### src/rtl/spims_pkg.sv
package spims_pkg;

   localparam int QUEUE_DEPTH_DEF = 2;
   localparam logic [2:0] TOP_BIT = 3'd7;

   typedef enum logic [1:0] {
      PH_IDLE  = 2'd0,
      PH_SHIFT = 2'd1,
      PH_GAP   = 2'd2
   } phase_type;

   typedef struct packed {
      logic send;
      logic capture;
      logic final_slot;
   } slot_flags_type;

   typedef struct packed {
      logic           miso_level;
      logic           slot_valid;
      logic [7:0]     tx_byte;
      slot_flags_type flags;
   } tick_type;

   typedef struct packed {
      logic       chip_select_n;
      logic       serial_clock;
      logic       mosi_level;
      logic [7:0] rx_byte;
      logic       rx_valid;
      logic       slot_taken;
      logic       busy_res;
   } line_type;

endpackage

### src/rtl/spi_master_byte_shifter_core.sv
// SPI master, mode 0, MSB first, advanced one tick per input item. Every accepted
// item is one tick of the serial line and yields exactly one result item carrying
// the line levels (chip select, SCK, MOSI) for that tick, plus a received byte when
// a captured byte completes, a slot-taken flag and a busy flag. A slot offered in
// idle or between slots starts a byte at once (that tick is the low phase of bit 7);
// a slot offered while a byte is shifting is dropped with slot_taken low. Each bit
// spends two ticks: low phase drives MOSI and samples MISO, high phase raises SCK.
// SCK stays high between slots and returns low with chip select high after the
// slot marked final. Throughput is one item per clock while rsp_ready does not
// hold the output back: a small input queue feeds the tick engine, whose state
// update for one tick is combinational; each item goes from a queue entry to a
// registered output stage, which holds a result while the queue takes new items.
module spi_master_byte_shifter_core #(
   parameter int QUEUE_DEPTH = spims_pkg::QUEUE_DEPTH_DEF
) (
   input  logic       clock,
   input  logic       reset,
   input  logic       req_valid,
   output logic       req_ready,
   input  logic       req_miso_level,
   input  logic       req_slot_valid,
   input  logic [7:0] req_tx_byte,
   input  logic       req_send_enable,
   input  logic       req_capture_enable,
   input  logic       req_final_slot,
   output logic       rsp_valid,
   input  logic       rsp_ready,
   output logic       rsp_chip_select_n,
   output logic       rsp_serial_clock,
   output logic       rsp_mosi_level,
   output logic [7:0] rsp_rx_byte,
   output logic       rsp_rx_valid,
   output logic       rsp_slot_taken,
   output logic       rsp_busy_res
);

   logic                q_valid;
   logic                q_pop;
   spims_pkg::tick_type q_item;
   spims_pkg::line_type rsp_line;

   // front: accept ticks and queue them with their slot flags packed
   spims_front #(
      .QUEUE_DEPTH(QUEUE_DEPTH)
   ) u_front (
      .clock              (clock),
      .reset              (reset),
      .req_valid          (req_valid),
      .req_ready          (req_ready),
      .req_miso_level     (req_miso_level),
      .req_slot_valid     (req_slot_valid),
      .req_tx_byte        (req_tx_byte),
      .req_send_enable    (req_send_enable),
      .req_capture_enable (req_capture_enable),
      .req_final_slot     (req_final_slot),
      .q_valid            (q_valid),
      .q_item             (q_item),
      .q_pop              (q_pop)
   );

   // back: run the shifter one tick per queued item into the output register
   spims_engine u_engine (
      .clock     (clock),
      .reset     (reset),
      .q_valid   (q_valid),
      .q_item    (q_item),
      .q_pop     (q_pop),
      .rsp_valid (rsp_valid),
      .rsp_ready (rsp_ready),
      .rsp_line  (rsp_line)
   );

   // unpack the result item onto its ports
   assign rsp_chip_select_n = rsp_line.chip_select_n;
   assign rsp_serial_clock  = rsp_line.serial_clock;
   assign rsp_mosi_level    = rsp_line.mosi_level;
   assign rsp_rx_byte       = rsp_line.rx_byte;
   assign rsp_rx_valid      = rsp_line.rx_valid;
   assign rsp_slot_taken    = rsp_line.slot_taken;
   assign rsp_busy_res      = rsp_line.busy_res;

endmodule

### src/rtl/spims_front.sv
module spims_front #(
   parameter int QUEUE_DEPTH = spims_pkg::QUEUE_DEPTH_DEF
) (
   input  logic                clock,
   input  logic                reset,
   input  logic                req_valid,
   output logic                req_ready,
   input  logic                req_miso_level,
   input  logic                req_slot_valid,
   input  logic [7:0]          req_tx_byte,
   input  logic                req_send_enable,
   input  logic                req_capture_enable,
   input  logic                req_final_slot,
   output logic                q_valid,
   output spims_pkg::tick_type q_item,
   input  logic                q_pop
);

   localparam int PW = (QUEUE_DEPTH > 1) ? $clog2(QUEUE_DEPTH) : 1;
   localparam int CW = $clog2(QUEUE_DEPTH + 1);
   localparam logic [CW-1:0] FULL_COUNT = CW'(QUEUE_DEPTH);
   localparam logic [PW-1:0] LAST_PTR = PW'(QUEUE_DEPTH - 1);

   spims_pkg::tick_type entry_ff [QUEUE_DEPTH];
   logic [PW-1:0] wr_ptr_ff, wr_ptr_in;
   logic [PW-1:0] rd_ptr_ff, rd_ptr_in;
   logic [CW-1:0] count_ff, count_in;
   spims_pkg::tick_type item_new;
   logic push;

   // classify the incoming tick: pack the slot flags together
   always_comb begin
      item_new.miso_level       = req_miso_level;
      item_new.slot_valid       = req_slot_valid;
      item_new.tx_byte          = req_tx_byte;
      item_new.flags.send       = req_send_enable;
      item_new.flags.capture    = req_capture_enable;
      item_new.flags.final_slot = req_final_slot;
   end

   assign req_ready = (count_ff != FULL_COUNT);
   assign push      = req_valid && req_ready;
   assign q_valid   = (count_ff != '0);
   assign q_item    = entry_ff[rd_ptr_ff];

   always_comb begin
      wr_ptr_in = wr_ptr_ff;
      rd_ptr_in = rd_ptr_ff;
      count_in  = count_ff;
      if (push) begin
         wr_ptr_in = (wr_ptr_ff == LAST_PTR) ? '0 : wr_ptr_ff + 1'b1;
      end
      if (q_pop) begin
         rd_ptr_in = (rd_ptr_ff == LAST_PTR) ? '0 : rd_ptr_ff + 1'b1;
      end
      if (push && !q_pop) begin
         count_in = count_ff + 1'b1;
      end else if (q_pop && !push) begin
         count_in = count_ff - 1'b1;
      end
   end

   always_ff @(posedge clock) begin
      if (reset) begin
         wr_ptr_ff <= '0;
         rd_ptr_ff <= '0;
         count_ff  <= '0;
      end else begin
         wr_ptr_ff <= wr_ptr_in;
         rd_ptr_ff <= rd_ptr_in;
         count_ff  <= count_in;
      end
   end

   always_ff @(posedge clock) begin
      if (push) begin
         entry_ff[wr_ptr_ff] <= item_new;
      end
   end

endmodule

### src/rtl/spims_engine.sv
module spims_engine (
   input  logic                clock,
   input  logic                reset,
   input  logic                q_valid,
   input  spims_pkg::tick_type q_item,
   output logic                q_pop,
   output logic                rsp_valid,
   input  logic                rsp_ready,
   output spims_pkg::line_type rsp_line
);

   spims_pkg::phase_type      phase_ff, phase_in, phase_eff;
   logic [2:0]                bit_ff, bit_in, bit_eff;
   logic                      half_ff, half_in, half_eff;
   logic [7:0]                tx_ff, tx_in, tx_eff;
   logic [7:0]                rx_ff, rx_in, rx_eff;
   spims_pkg::slot_flags_type flags_ff, flags_in, flags_eff;
   logic                      mosi_ff, mosi_in;
   spims_pkg::line_type       line_ff, line_in;
   logic                      out_valid_ff, out_valid_in;
   logic                      advance, taken;

   // advance one tick whenever the output register is free or being drained
   assign advance = q_valid && (!out_valid_ff || rsp_ready);
   assign q_pop   = advance;

   // a slot is taken outside shifting; the taking tick is bit 7 low phase
   assign taken     = (phase_ff != spims_pkg::PH_SHIFT) && q_item.slot_valid;
   assign phase_eff = taken ? spims_pkg::PH_SHIFT : phase_ff;
   assign bit_eff   = taken ? spims_pkg::TOP_BIT : bit_ff;
   assign half_eff  = taken ? 1'b0 : half_ff;
   assign tx_eff    = taken ? q_item.tx_byte : tx_ff;
   assign rx_eff    = taken ? 8'd0 : rx_ff;
   assign flags_eff = taken ? q_item.flags : flags_ff;

   always_comb begin
      phase_in = phase_eff;
      case (phase_eff)
         spims_pkg::PH_SHIFT: begin
            if (half_eff && (bit_eff == 3'd0)) begin
               phase_in = flags_eff.final_slot ? spims_pkg::PH_IDLE : spims_pkg::PH_GAP;
            end
         end
         spims_pkg::PH_GAP: phase_in = spims_pkg::PH_GAP;
         default:           phase_in = spims_pkg::PH_IDLE;
      endcase
   end

   always_comb begin
      bit_in   = bit_eff;
      half_in  = half_eff;
      tx_in    = tx_eff;
      rx_in    = rx_eff;
      flags_in = flags_eff;
      mosi_in  = mosi_ff;
      line_in  = '0;
      line_in.chip_select_n = 1'b1;
      line_in.slot_taken    = taken;
      case (phase_eff)
         spims_pkg::PH_SHIFT: begin
            line_in.busy_res      = 1'b1;
            line_in.chip_select_n = 1'b0;
            if (!half_eff) begin
               if (flags_eff.send) begin
                  mosi_in = tx_eff[bit_eff];
               end
               if (flags_eff.capture) begin
                  rx_in[bit_eff] = rx_eff[bit_eff] | q_item.miso_level;
               end
               half_in = 1'b1;
            end else begin
               line_in.serial_clock = 1'b1;
               half_in = 1'b0;
               if (bit_eff == 3'd0) begin
                  if (flags_eff.capture) begin
                     line_in.rx_valid = 1'b1;
                     line_in.rx_byte  = rx_eff;
                  end
                  bit_in = spims_pkg::TOP_BIT;
               end else begin
                  bit_in = bit_eff - 3'd1;
               end
            end
         end
         spims_pkg::PH_GAP: begin
            line_in.busy_res      = 1'b1;
            line_in.chip_select_n = 1'b0;
            line_in.serial_clock  = 1'b1;
         end
         default: begin
            line_in.serial_clock = 1'b0;
         end
      endcase
      line_in.mosi_level = mosi_in;
   end

   always_comb begin
      out_valid_in = out_valid_ff;
      if (advance) begin
         out_valid_in = 1'b1;
      end else if (rsp_ready) begin
         out_valid_in = 1'b0;
      end
   end

   always_ff @(posedge clock) begin
      if (reset) begin
         phase_ff     <= spims_pkg::PH_IDLE;
         bit_ff       <= spims_pkg::TOP_BIT;
         half_ff      <= 1'b0;
         tx_ff        <= '0;
         rx_ff        <= '0;
         flags_ff     <= '0;
         mosi_ff      <= 1'b0;
         out_valid_ff <= 1'b0;
      end else begin
         out_valid_ff <= out_valid_in;
         if (advance) begin
            phase_ff <= phase_in;
            bit_ff   <= bit_in;
            half_ff  <= half_in;
            tx_ff    <= tx_in;
            rx_ff    <= rx_in;
            flags_ff <= flags_in;
            mosi_ff  <= mosi_in;
         end
      end
   end

   always_ff @(posedge clock) begin
      if (advance) begin
         line_ff <= line_in;
      end
   end

   assign rsp_valid = out_valid_ff;
   assign rsp_line  = line_ff;

endmodule
### config.mk
export PLATFORM = sky130hd
export DESIGN_NAME = spi_master_byte_shifter_core
export DESIGN_NICKNAME = d
export VERILOG_FILES = /design/src/rtl/spims_pkg.sv /design/src/rtl/spi_master_byte_shifter_core.sv /design/src/rtl/spims_front.sv /design/src/rtl/spims_engine.sv
export SDC_FILE = /design/constraint.sdc
export NUM_CORES = 1
export LEC_CHECK = 0
export ABC_AREA = 1
export BUFFER_PORTS_ARGS = -buffer_cell sky130_fd_sc_hd__buf_2
export CORE_UTILIZATION = 58
export DETAILED_ROUTE_END_ITERATION = 10
export PLACE_DENSITY = 0.77
export SKIP_CTS_REPAIR_TIMING = 1
export SLEW_MARGIN = 20
export SYNTH_ARGS = -nofsm -noshare
export SYNTH_HDL_FRONTEND = slang
export SYNTH_SLANG_ARGS = --single-unit
### constraint.sdc
create_clock -name clock -period 3.6 [get_ports clock]
set_input_delay 0.36 -clock clock [delete_from_list [all_inputs] [get_ports clock]]
set_output_delay 0.36 -clock clock [all_outputs]
set_load 0.03 [all_outputs]
==> metrics.cfg, run 1 <==
[yosys]
synthAdderAreaFrac_pct=1.88
syn_area_um2=3330
synth_top_area_share_pct=36.1
syn_area_per_cell_um2=8.66
ys.flop_type=edfxtp_1
synthTopCellsByArea=edfxtp_1 (36%), dfxtp_1 (19%), nand2_1 (8.2%)
synthSimpleGateAreaFrac_pct=21.5
synthMuxAreaShare_pct=0.903
synth-compound-area-share_pct=13.3
yosysTopAreaCell=edfxtp_1
synth_top_family_by_area=simple AND/OR/NAND/NOR gates
synth-seq-area-share_pct=55.4
synth_most_common_cell=nand2_1
synth_edf_count=40
synthesis.nets=406
yosys-top-cells-count=nand2_1 (73), nor2_1 (56), inv_1 (41), edfxtp_1 (40), o21ai_0 (37)
synth_cell_types=32
ys_seq_elements=72
synth_warnings=0
synthArstFlopShare_pct=0
synth_xor_area_share_pct=0
postSynthCellCount=384

[pwr]
p_clk_share_pct=19.4
power_density_nw_per_um2=890
internal_power_uw=1900
peakVddDrop_mv=0.579
p_sw_uw=1440
sw_frac_of_total_pct=43.0
p_leak_uw=0.00154
combPwrFrac_pct=41.6
p_seq_share_pct=39.0

[drt]
avgRoutedWirePerCell_um=13.9
first_iter_violations=285
drc=0
firstDrtPassIters=5
wirelength_um=6870
drtAntennaViolNets=0
via_count=2718
viasPerCell=5.51

[floorplanning]
die_area_um2=6040
die_w_um=77.7
start_util_pct=60.4
coreArea_um2=5510
fp-row-count=27
boundaryPins=33
dieHeight_um=77.7

[timing]
finalWorstSetupSlack_ns=0.801
rsz0062_at_grt=no
setup_violations=0
post-route-period-util_pct=77.7
worst_pin_slew_ns=0.676
hold_violations=0
relSlewSlack_pct=54.9
fin_skew_ns=0.0111
min_period_ns=2.80
fin_setup_tns_ns=0
report.final.slew_viol_count=0
timing.fmax_mhz=357

[global_routing]
overflow=0
antenna_found_initial=0
grt_pass1_vias=2545
grt_max_degree=44
track_usage_pct=25.5
grt_pass1_wl_um=11700

[clock_tree]
clkSinkCount=72
cts-root-buf=clkbuf_8
clockBufferDepth=2
tritoncts=built
cts_buffers=9
h-tree-depth=3
insertion_delay_ns=0.35
clkTransAtPathRegs_ns=0.08

[layout]
nets=438
diodes=0
drive_above_1_share_pct=16.2
area_growth_pct=12.7
stdcell_area_um2=3750

[place]
place_congestion=0.878
dp_hpwl_um=4670
preCtsSetupSlack_ns=0.861
place_area_um2=3540
io_buffers=32

[setup_path]
cp_max_fo=14
cp-start-kind=flop
cp_slowest_stage_delay_ns=0.64
r2r_cells=14
crit_family=simple AND/OR/NAND/NOR gates
cp_data_required_time_ns=3.71
path_buf_inv=5
crit_arrival_ns=2.91
critical_path_depth=14
crit_top_cell=inv_1
worstPathCellList=inv_2 > nand2_2 > nand3_4 > inv_2 > nor2_1 > inv_1 > ha_1 > inv_1 > nor2_2 > nand2_1 > a31oi_1 > nand3_1 > nand2_1 > inv_1
crit_path_end_kind=flop
slowest_stage=dfxtp_1
critPathKind=reg2reg

[outcome]
outcome=finished clean

[worst_hold_path]
min_path_cells=1
hp-start=req_tx_byte[5]
hold_path.class=in2reg

[job]
max_cap_viol_count=0

## layer usage
metal  global-route usage [%]  share of wire, %
met5                        0                 0
met1                     31.2                43
met4                     16.4               3.7
met3                     5.76               6.2
met2                     40.4                47
## through the flow
| stage | hold slack [ns] | power [µW] | cells | util (%) |
|---|---|---|---|---|
| after floorplan | 0.425 | 2350 | 384 | - |
| after global routing | 0.190 | 3570 | 493 | 68.1 |
| after detailed placement | 0.443 | 2680 | 477 | 64.3 |
| final | 0.197 | 3340 | 493 | 68.1 |
| after global placement | 0.437 | 2650 | 477 | 64.3 |
| after CTS | 0.185 | 3330 | 493 | 68.0 |
## layout make-up
type	instances	area [µm²]
multi-input cells	253	1270
flip-flops and latches	72	1840
well taps	72	90.1
inverters	46	173
clock inverters	6	67.6
fillers	438	1760
clock buffers	10	138
repair buffers	34	175
## flip-flops by register name, summed over array words and instances (netlist names), 2 cells and up, named ones only
register and cells:
u_engine.rx_ff 8, u_engine.phase_ff 2, u_front.entry_ff 26, u_front.count_ff 2
u_engine.flags_ff 3, u_engine.rsp_line 14, u_engine.tx_ff 8, u_engine.bit_ff 3
## kinds of logic (layout without fill, tap and decap cells)
family / count (synthesis) / after routing
compound gates: 81 / 81
fa+ha+maj: 5 / 5
buf+inv: 59 / 96
flops: 72 / 72
mux: 3 / 3
simple gates: 164 / 164
## placed cells by master, fill, tap and decap left out
master	n
a311oi_1	3
inv_2	4
clkinvlp_4	2
o21ai_1	2
a31oi_1	2
clkbuf_8	10
or2_1	1
o211ai_1	3
inv_1	41
nor2_4	2
nand2_1	73
nand3_1	18
inv_6	1
o21ai_2	1
ha_1	5
a211oi_1	3
nand3_4	1
clkinv_2	1
nor3_4	1
nand3_2	1
bufinv_16	1
a22oi_1	1
nand4_1	5
buf_2	32
o31ai_1	1
buf_4	2
dfxtp_1	32
nor2_2	4
a21oi_1	27
edfxtp_1	40
clkinv_4	1
nor2_1	54
nor3_1	1
mux2i_1	3
nand2_2	3
o21ai_0	37
clkinv_1	1
a21oi_4	1
## path summary, 6_finish.rpt
check / end / slack, ns
min: u_front.entry_ff[1][8] / 0.20
max reg2reg: u_engine.rsp_line[11] / 0.80
max: u_engine.rsp_line[11] / 0.80
min reg2reg: u_engine.tx_ff[7] / 0.45
## power groups by stage
stage / combinational, µW / clock, µW / sequential [µW]
after global placement: 1330 / 0 / 1310
after floorplan: 930 / 0 / 1420
after CTS: 1370 / 657 / 1300
after global routing: 1560 / 687 / 1330
after detailed placement: 1360 / 0 / 1320
final: 1390 / 647 / 1300
No activity file was read; power rests on OpenSTA's default activity.
==> run 2, diff against run 1 <==
--- a/config.mk
+++ b/config.mk
@@ -5,11 +5,11 @@
 export SDC_FILE = /design/constraint.sdc
 export NUM_CORES = 1
 export LEC_CHECK = 0
-export ABC_AREA = 1
+export ABC_AREA = 0
 export BUFFER_PORTS_ARGS = -buffer_cell sky130_fd_sc_hd__buf_2
-export CORE_UTILIZATION = 58
+export CORE_UTILIZATION = 52
 export DETAILED_ROUTE_END_ITERATION = 10
-export PLACE_DENSITY = 0.77
+export PLACE_DENSITY = 0.74
 export SKIP_CTS_REPAIR_TIMING = 1
 export SLEW_MARGIN = 20
 export SYNTH_ARGS = -nofsm -noshare
==> constraint.sdc (replaced) <==
create_clock -name clock -period 2.4 [get_ports clock]
set_input_delay 0.24 -clock clock [delete_from_list [all_inputs] [get_ports clock]]
set_output_delay 0.24 -clock clock [all_outputs]
set_load 0.03 [all_outputs]
==> run 2 against run 1 <==
  * Sequential power grew 38%
  * Sequential share of layout area up 2.8 points
  * Clock-buffer cell count increased by 2
  * Global-route usage shrank 6.3 points
  * Sequential cell count is the same
  * Clock power grew 27%
  * Final area fell by 5.4%
  * Routed wire length fell by 21%
  * Via count is 23% lower
  * Area after synthesis down 5.4%
  * Setup slack worse by 0.54 ns
  * Worst hold slack got worse by 0.12 ns
  * Critical path type unchanged
  * Highest routed layer unchanged
==> metrics.cfg, run 2 <==
[worst_hold_path]
hold_path.class=in2reg
hp-start=req_final_slot

[floorplanning]
die_area_um2=6370  ; +5.4%
fp-row-count=27  ; unchanged
die_w_um=79.8  ; +2.7%
dieHeight_um=79.8  ; +2.7%
coreArea_um2=5680  ; +3.1%
start_util_pct=55.5  ; -5.0 points
boundaryPins=33  ; unchanged

[global_routing]
track_usage_pct=19.1  ; -6.3 points
grt_max_degree=28  ; -36%
antenna_found_initial=0  ; unchanged
grt_pass1_vias=1961  ; -23%
overflow=0  ; unchanged
grt_pass1_wl_um=8950  ; -23%

[timing]
timing.fmax_mhz=469  ; +31%
fin_skew_ns=0.00695  ; -0.00419 ns
setup_violations=0  ; unchanged
rsz0062_at_grt=no
min_period_ns=2.13  ; -0.665 ns
worst_pin_slew_ns=0.581  ; -0.0955 ns
post-route-period-util_pct=88.9  ; +11 points
report.final.slew_viol_count=0  ; unchanged
finalWorstSetupSlack_ns=0.266  ; -0.535 ns
hold_violations=0  ; unchanged
fin_setup_tns_ns=0  ; unchanged
relSlewSlack_pct=61.3  ; +6.4 points

[setup_path]
crit_path_end_kind=flop
crit_arrival_ns=2.42  ; -0.49 ns
cp-start-kind=flop
cp_max_fo=9  ; -5
critPathKind=reg2reg
cp_data_required_time_ns=2.69  ; -1.02 ns

[pwr]
p_leak_uw=0.00138  ; -11%
internal_power_uw=2560  ; +35%
combPwrFrac_pct=35.8  ; -5.8 points
p_clk_share_pct=20.1  ; +0.7 points
peakVddDrop_mv=0.574  ; -0.90%
p_sw_uw=1520  ; +5.8%
sw_frac_of_total_pct=37.2  ; -5.8 points
design_power_total_uw=4080  ; +22%
power_density_nw_per_um2=1150  ; +29%
p_seq_share_pct=44.1  ; +5.1 points

[drt]
firstDrtPassIters=6  ; +1
avgRoutedWirePerCell_um=14.2  ; +2.2%
first_iter_violations=189  ; -34%
drtAntennaViolNets=0  ; unchanged
via_count=2098  ; -23%
wirelength_um=5440  ; -21%
drc=0  ; unchanged
viasPerCell=5.49  ; -0.38%

[layout]
drive_above_1_share_pct=21.6  ; +5.5 points
nets=327  ; -25%
diodes=0  ; unchanged
final_cell_mix=edfxtp_1 (40), nor2_1 (34), dfxtp_1 (32), buf_2 (32), a21oi_1 (16)
regMostFlops=u_front.entry_ff
largest_reg_flops=26  ; unchanged
n_fill_cell=467  ; +6.6%
final_util_pct=62.5  ; -5.6 points
area_growth_pct=12.7  ; about the same
final_common_cell=edfxtp_1

[outcome]
outcome=finished clean

[place]
io_buffers=32  ; unchanged
dp_hpwl_um=3770  ; -19%
place_congestion=0.864  ; -1.6%
preCtsSetupSlack_ns=0.285  ; -0.576 ns

[yosys]
synth_edf_count=40  ; unchanged
synthTopCellsByArea=edfxtp_1 (38%), dfxtp_1 (20%), nor2_1 (4.1%)
synth_cell_types=52  ; +63%
synth_most_common_cell=edfxtp_1
synth_warnings=0  ; unchanged
syn_area_per_cell_um2=11.8  ; +36%
ys_seq_elements=72  ; unchanged
postSynthCellCount=267  ; -30%
syn_area_um2=3150  ; -5.4%
synthesis.nets=289  ; -29%
yosys-top-cells-count=edfxtp_1 (40), nor2_1 (34), dfxtp_1 (32), a21oi_1 (16), nand2_1 (15)
synthArstFlopShare_pct=0  ; unchanged
yosysTopAreaCell=edfxtp_1
synth-seq-area-share_pct=58.5  ; +3.1 points
ys.flop_type=edfxtp_1
synth_top_area_share_pct=38.2  ; +2.1 points

[clock_tree]
insertion_delay_ns=0.34  ; about the same
h-tree-depth=3  ; unchanged
cts_buffers=9  ; unchanged
clockBufferDepth=2  ; unchanged
cts-root-buf=clkbuf_8
clkSinkCount=72  ; unchanged
tritoncts=built
clkTransAtPathRegs_ns=0.07  ; about the same

[job]
max_cap_viol_count=0  ; unchanged

==> run 2: routing by layer <==
metal | vias up | share of wire, % | GRT usage, %
met1 | 961 | 46 | 22.9
li1 | 1068 | - | -
met2 | 61 | 47 | 30.8
met4 | 0 | 2.3 | 12.7
met5 | - | 0 | 0
met3 | 8 | 4.8 | 4.23
==> run 2: worst paths after layout <==
kind	end	slack [ns]	cells past startpoint
worst max register to register	u_engine.bit_ff[2]	0.27	9
worst min register to register	u_engine.rx_ff[2]	0.48	2
worst max-delay path	u_engine.bit_ff[2]	0.27	9
worst min-delay path	u_front.entry_ff[1][0]	0.08	1
==> run 2: stage by stage <==
stage                     hold slack (ns)  instances  cell area (µm²)
after detailed placement            0.431        366             3380
after floorplan                     0.339        267             3150
final                              0.0788        382             3550
after global placement              0.428        366             3380
after CTS                          0.0660        382             3550
after global routing               0.0681        382             3550
==> run 2: area by class of cell <==
class / instances / area (µm²) / area share, %
Timing Repair Buffer: 40 / 220 / 6.21
Clock buffer: 12 / 145 / 4.09
Sequential cell: 72 / 1840 / 51.9
Inverter: 10 / 50.0 / 1.41
Multi-Input combinational cell: 172 / 1180 / 33.2
Clock inverter: 4 / 22.5 / 0.635
Tap cell: 72 / 90.1 / 2.54
==> run 2: worst max-delay path, cell delays in order (launching register included) <==
cell,delay [ns]
dfxtp_1,0.39
mux2i_4,0.34
or2_1,0.41
clkinv_8,0.12
nor2_1,0.11
ha_1,0.19
o21a_1,0.13
o21ai_0,0.07
a32o_1,0.26
nand2_1,0.06
==> run 2: cell families (layout without fill, tap and decap cells) <==
family / after synthesis / in the layout / share of synthesized area, %
AND/OR/NAND/NOR: 89 / 89 / 14.6
flip-flops: 72 / 72 / 58.5
AO/OA/AOI/OAI: 57 / 57 / 13.0
buffers and inverters: 23 / 66 / 4.05
multiplexers: 17 / 17 / 6.68
adder cells (fa/ha/maj): 5 / 5 / 1.99
XOR/XNOR: 4 / 4 / 1.11
==> run 2: power groups by stage <==
stage               combinational, µW  sequential, µW  clock (µW)
floorplan                         988            1970           0
global placement                 1440            1820           0
detailed placement               1460            1830           0
CTS                              1470            1800         840
global route                     1610            1840         884
finish                           1460            1800         822
==> run 3, diff against run 2 <==
--- a/config.mk
+++ b/config.mk
@@ -7,9 +7,12 @@
 export LEC_CHECK = 0
 export ABC_AREA = 0
 export BUFFER_PORTS_ARGS = -buffer_cell sky130_fd_sc_hd__buf_2
-export CORE_UTILIZATION = 52
+export CAP_MARGIN = 20
+export CELL_PAD_IN_SITES_DETAIL_PLACEMENT = 1
+export CELL_PAD_IN_SITES_GLOBAL_PLACEMENT = 2
+export CORE_UTILIZATION = 35
 export DETAILED_ROUTE_END_ITERATION = 10
-export PLACE_DENSITY = 0.74
+export PLACE_DENSITY = 0.73
 export SKIP_CTS_REPAIR_TIMING = 1
 export SLEW_MARGIN = 20
 export SYNTH_ARGS = -nofsm -noshare
==> run 3 against run 2 <==
  * Sequential share of layout area fell by 1.6 points
  * Cell count increased by 9.7%
  * Clock-buffer cell count down 3
  * Setup slack got worse by 0.0065 ns
  * Combinational power up 3%
  * Maximum frequency fell by 0.31%
  * Worst hold slack lost 0.0043 ns
  * Critical path depth stayed put
  * Total power is 7.9% higher
  * Die area is 47% higher
  * Critical path type unchanged
  * Global-route usage down 3.7 points
  * Non-clock buffer count rose by 1
==> metrics.cfg, run 3 (synthesis results as in run 2) <==
[global_routing]
overflow=0  ; unchanged
antenna_found_initial=0  ; unchanged
grt_pass1_vias=2229  ; +14%
track_usage_pct=15.5  ; -3.7 points
grt_max_degree=28  ; unchanged
grt_pass1_wl_um=11300  ; +26%

[timing]
timing.fmax_mhz=467  ; -0.31%
fin_setup_tns_ns=0  ; unchanged
fin_hold_ws_ns=0.0744  ; -0.00434 ns
rsz0062_at_grt=no
report.final.slew_viol_count=0  ; unchanged
finalWorstSetupSlack_ns=0.259  ; -0.00653 ns
hold_violations=0  ; unchanged
post-route-period-util_pct=89.2  ; +0.27 points
worst_pin_slew_ns=0.614  ; +0.0335 ns
min_period_ns=2.14  ; +0.00653 ns
relSlewSlack_pct=59.0  ; -2.2 points
fin_skew_ns=0.00703  ; +0.0000748 ns
setup_violations=0  ; unchanged

[layout]
final_cell_mix=edfxtp_1 (40), nor2_1 (34), dfxtp_1 (32), buf_2 (32), a21oi_1 (16)
stdcell_area_um2=3660  ; +3.2%
final_common_cell=edfxtp_1
regMostFlops=u_front.entry_ff
area_growth_pct=16.3
drive_above_1_share_pct=22.5  ; +0.90 points
final_util_pct=42.0  ; -21 points
n_fill_cell=954  ; +100%
diodes=0  ; unchanged
nets=328  ; +0.31%
largest_reg_flops=26  ; unchanged

[setup_path]
crit_path_end_kind=flop
cp_data_required_time_ns=2.69  ; about the same
cp-start-kind=flop
cp_max_fo=9  ; unchanged
r2r-end=u_engine.bit_ff[2]
endpoint=u_engine.bit_ff[2]
crit_arrival_ns=2.43  ; about the same
critPathKind=reg2reg
r2r_cells=9  ; unchanged
reg2reg_slack_ns=0.26  ; about the same

[clock_tree]
clkSinkCount=72  ; unchanged
h-tree-depth=3  ; unchanged
cts-root-buf=clkbuf_8
tritoncts=built
clockBufferDepth=2  ; unchanged
clkTransAtPathRegs_ns=0.09  ; +0.02 ns
cts_buffers=9  ; unchanged
insertion_delay_ns=0.35  ; about the same

[pwr]
combPwrFrac_pct=34.1  ; -1.7 points
internal_power_uw=2760  ; +7.9%
peakVddDrop_mv=0.416  ; -28%
p_sw_uw=1640  ; +8.0%
power_density_nw_per_um2=1200  ; +4.6%
sw_frac_of_total_pct=37.3  ; about the same
p_clk_share_pct=24.9  ; +4.8 points
p_leak_uw=0.00140  ; +1.9%
p_seq_share_pct=41.0  ; -3.1 points

[place]
preCtsSetupSlack_ns=0.266  ; -0.0189 ns
dp_hpwl_um=4840  ; +28%
place_area_um2=3430  ; +1.6%
place_congestion=0.822  ; -4.9%
io_buffers=32  ; unchanged

[drt]
first_iter_violations=73  ; -61%
avgRoutedWirePerCell_um=16.1  ; +13%
firstDrtPassIters=4  ; -2
wirelength_um=6730  ; +24%
drtAntennaViolNets=0  ; unchanged
drc=0  ; unchanged
via_count=2129  ; +1.5%
viasPerCell=5.08  ; -7.5%

[floorplanning]
start_util_pct=36.1  ; -19 points
boundaryPins=33  ; unchanged
fp-row-count=34  ; +26%
dieHeight_um=96.8  ; +21%
die_w_um=96.8  ; +21%
die_area_um2=9380  ; +47%
coreArea_um2=8720  ; +54%

[worst_hold_path]
hold_path.class=in2reg

[job]
max_cap_viol_count=0  ; unchanged

[outcome]
outcome=finished clean

==> run 3: power groups by stage <==
stage | logic, µW | clock network [µW] | registers, µW
after floorplan | 988 | 0 | 1970
after global placement | 1500 | 0 | 1830
after detailed placement | 1520 | 0 | 1840
after CTS | 1530 | 1130 | 1820
after global routing | 1660 | 1190 | 1840
final | 1500 | 1100 | 1810
==> run 3: worst max-delay path, stage by stage (launching register included) <==
cell and delay [ns]:
dfxtp_1 0.39, mux2i_4 0.34, or2_1 0.41, clkinv_8 0.12
nor2_1 0.12, ha_1 0.18, o21a_1 0.12, o21ai_0 0.08
a32o_1 0.26, nand2_1 0.07
==> run 3: worst min-delay path by stage <==
stage / startpoint / endpoint / slack (ns) / depth (start not counted)
2_1_floorplan: req_final_slot / u_front.entry_ff[0][0] / 0.34 / 0
3_3_place_gp: req_tx_byte[7] / u_front.entry_ff[1][10] / 0.43 / 1
3_5_place_dp: req_miso_level / u_front.entry_ff[0][12] / 0.43 / 1
4_1_cts: req_tx_byte[4] / u_front.entry_ff[1][7] / 0.06 / 1
5_1_grt: req_tx_byte[0] / u_front.entry_ff[1][3] / 0.06 / 1
6_report: req_tx_byte[0] / u_front.entry_ff[0][3] / 0.07 / 1
==> run 3: routing by layer <==
metal / global-route usage, % / up-vias / wire (µm)
li1: - / 1064 / -
met1: 19.6 / 1020 / 3180
met2: 25.6 / 37 / 3260
met3: 3.11 / 8 / 174
met4: 6.54 / 0 / 116
met5: 0 / - / 0
==> run 3: area by class of cell <==
| type | count | area (µm²) | area share [%] |
|---|---|---|---|
| sequential | 72 | 1840 | 50.3 |
| multi-input combinational | 172 | 1180 | 32.2 |
| timing repair buffer | 41 | 228 | 6.22 |
| tap | 108 | 135 | 3.69 |
| clock buffer | 9 | 124 | 3.38 |
| clock inverter | 7 | 104 | 2.84 |
| inverter | 10 | 50.0 | 1.37 |
==> run 3: stage by stage <==
stage,total power [µW],std cells
4_1_cts,4480,419
5_1_grt,4690,419
3_3_place_gp,3320,403
6_report,4410,419
3_5_place_dp,3360,403
2_1_floorplan,2960,267
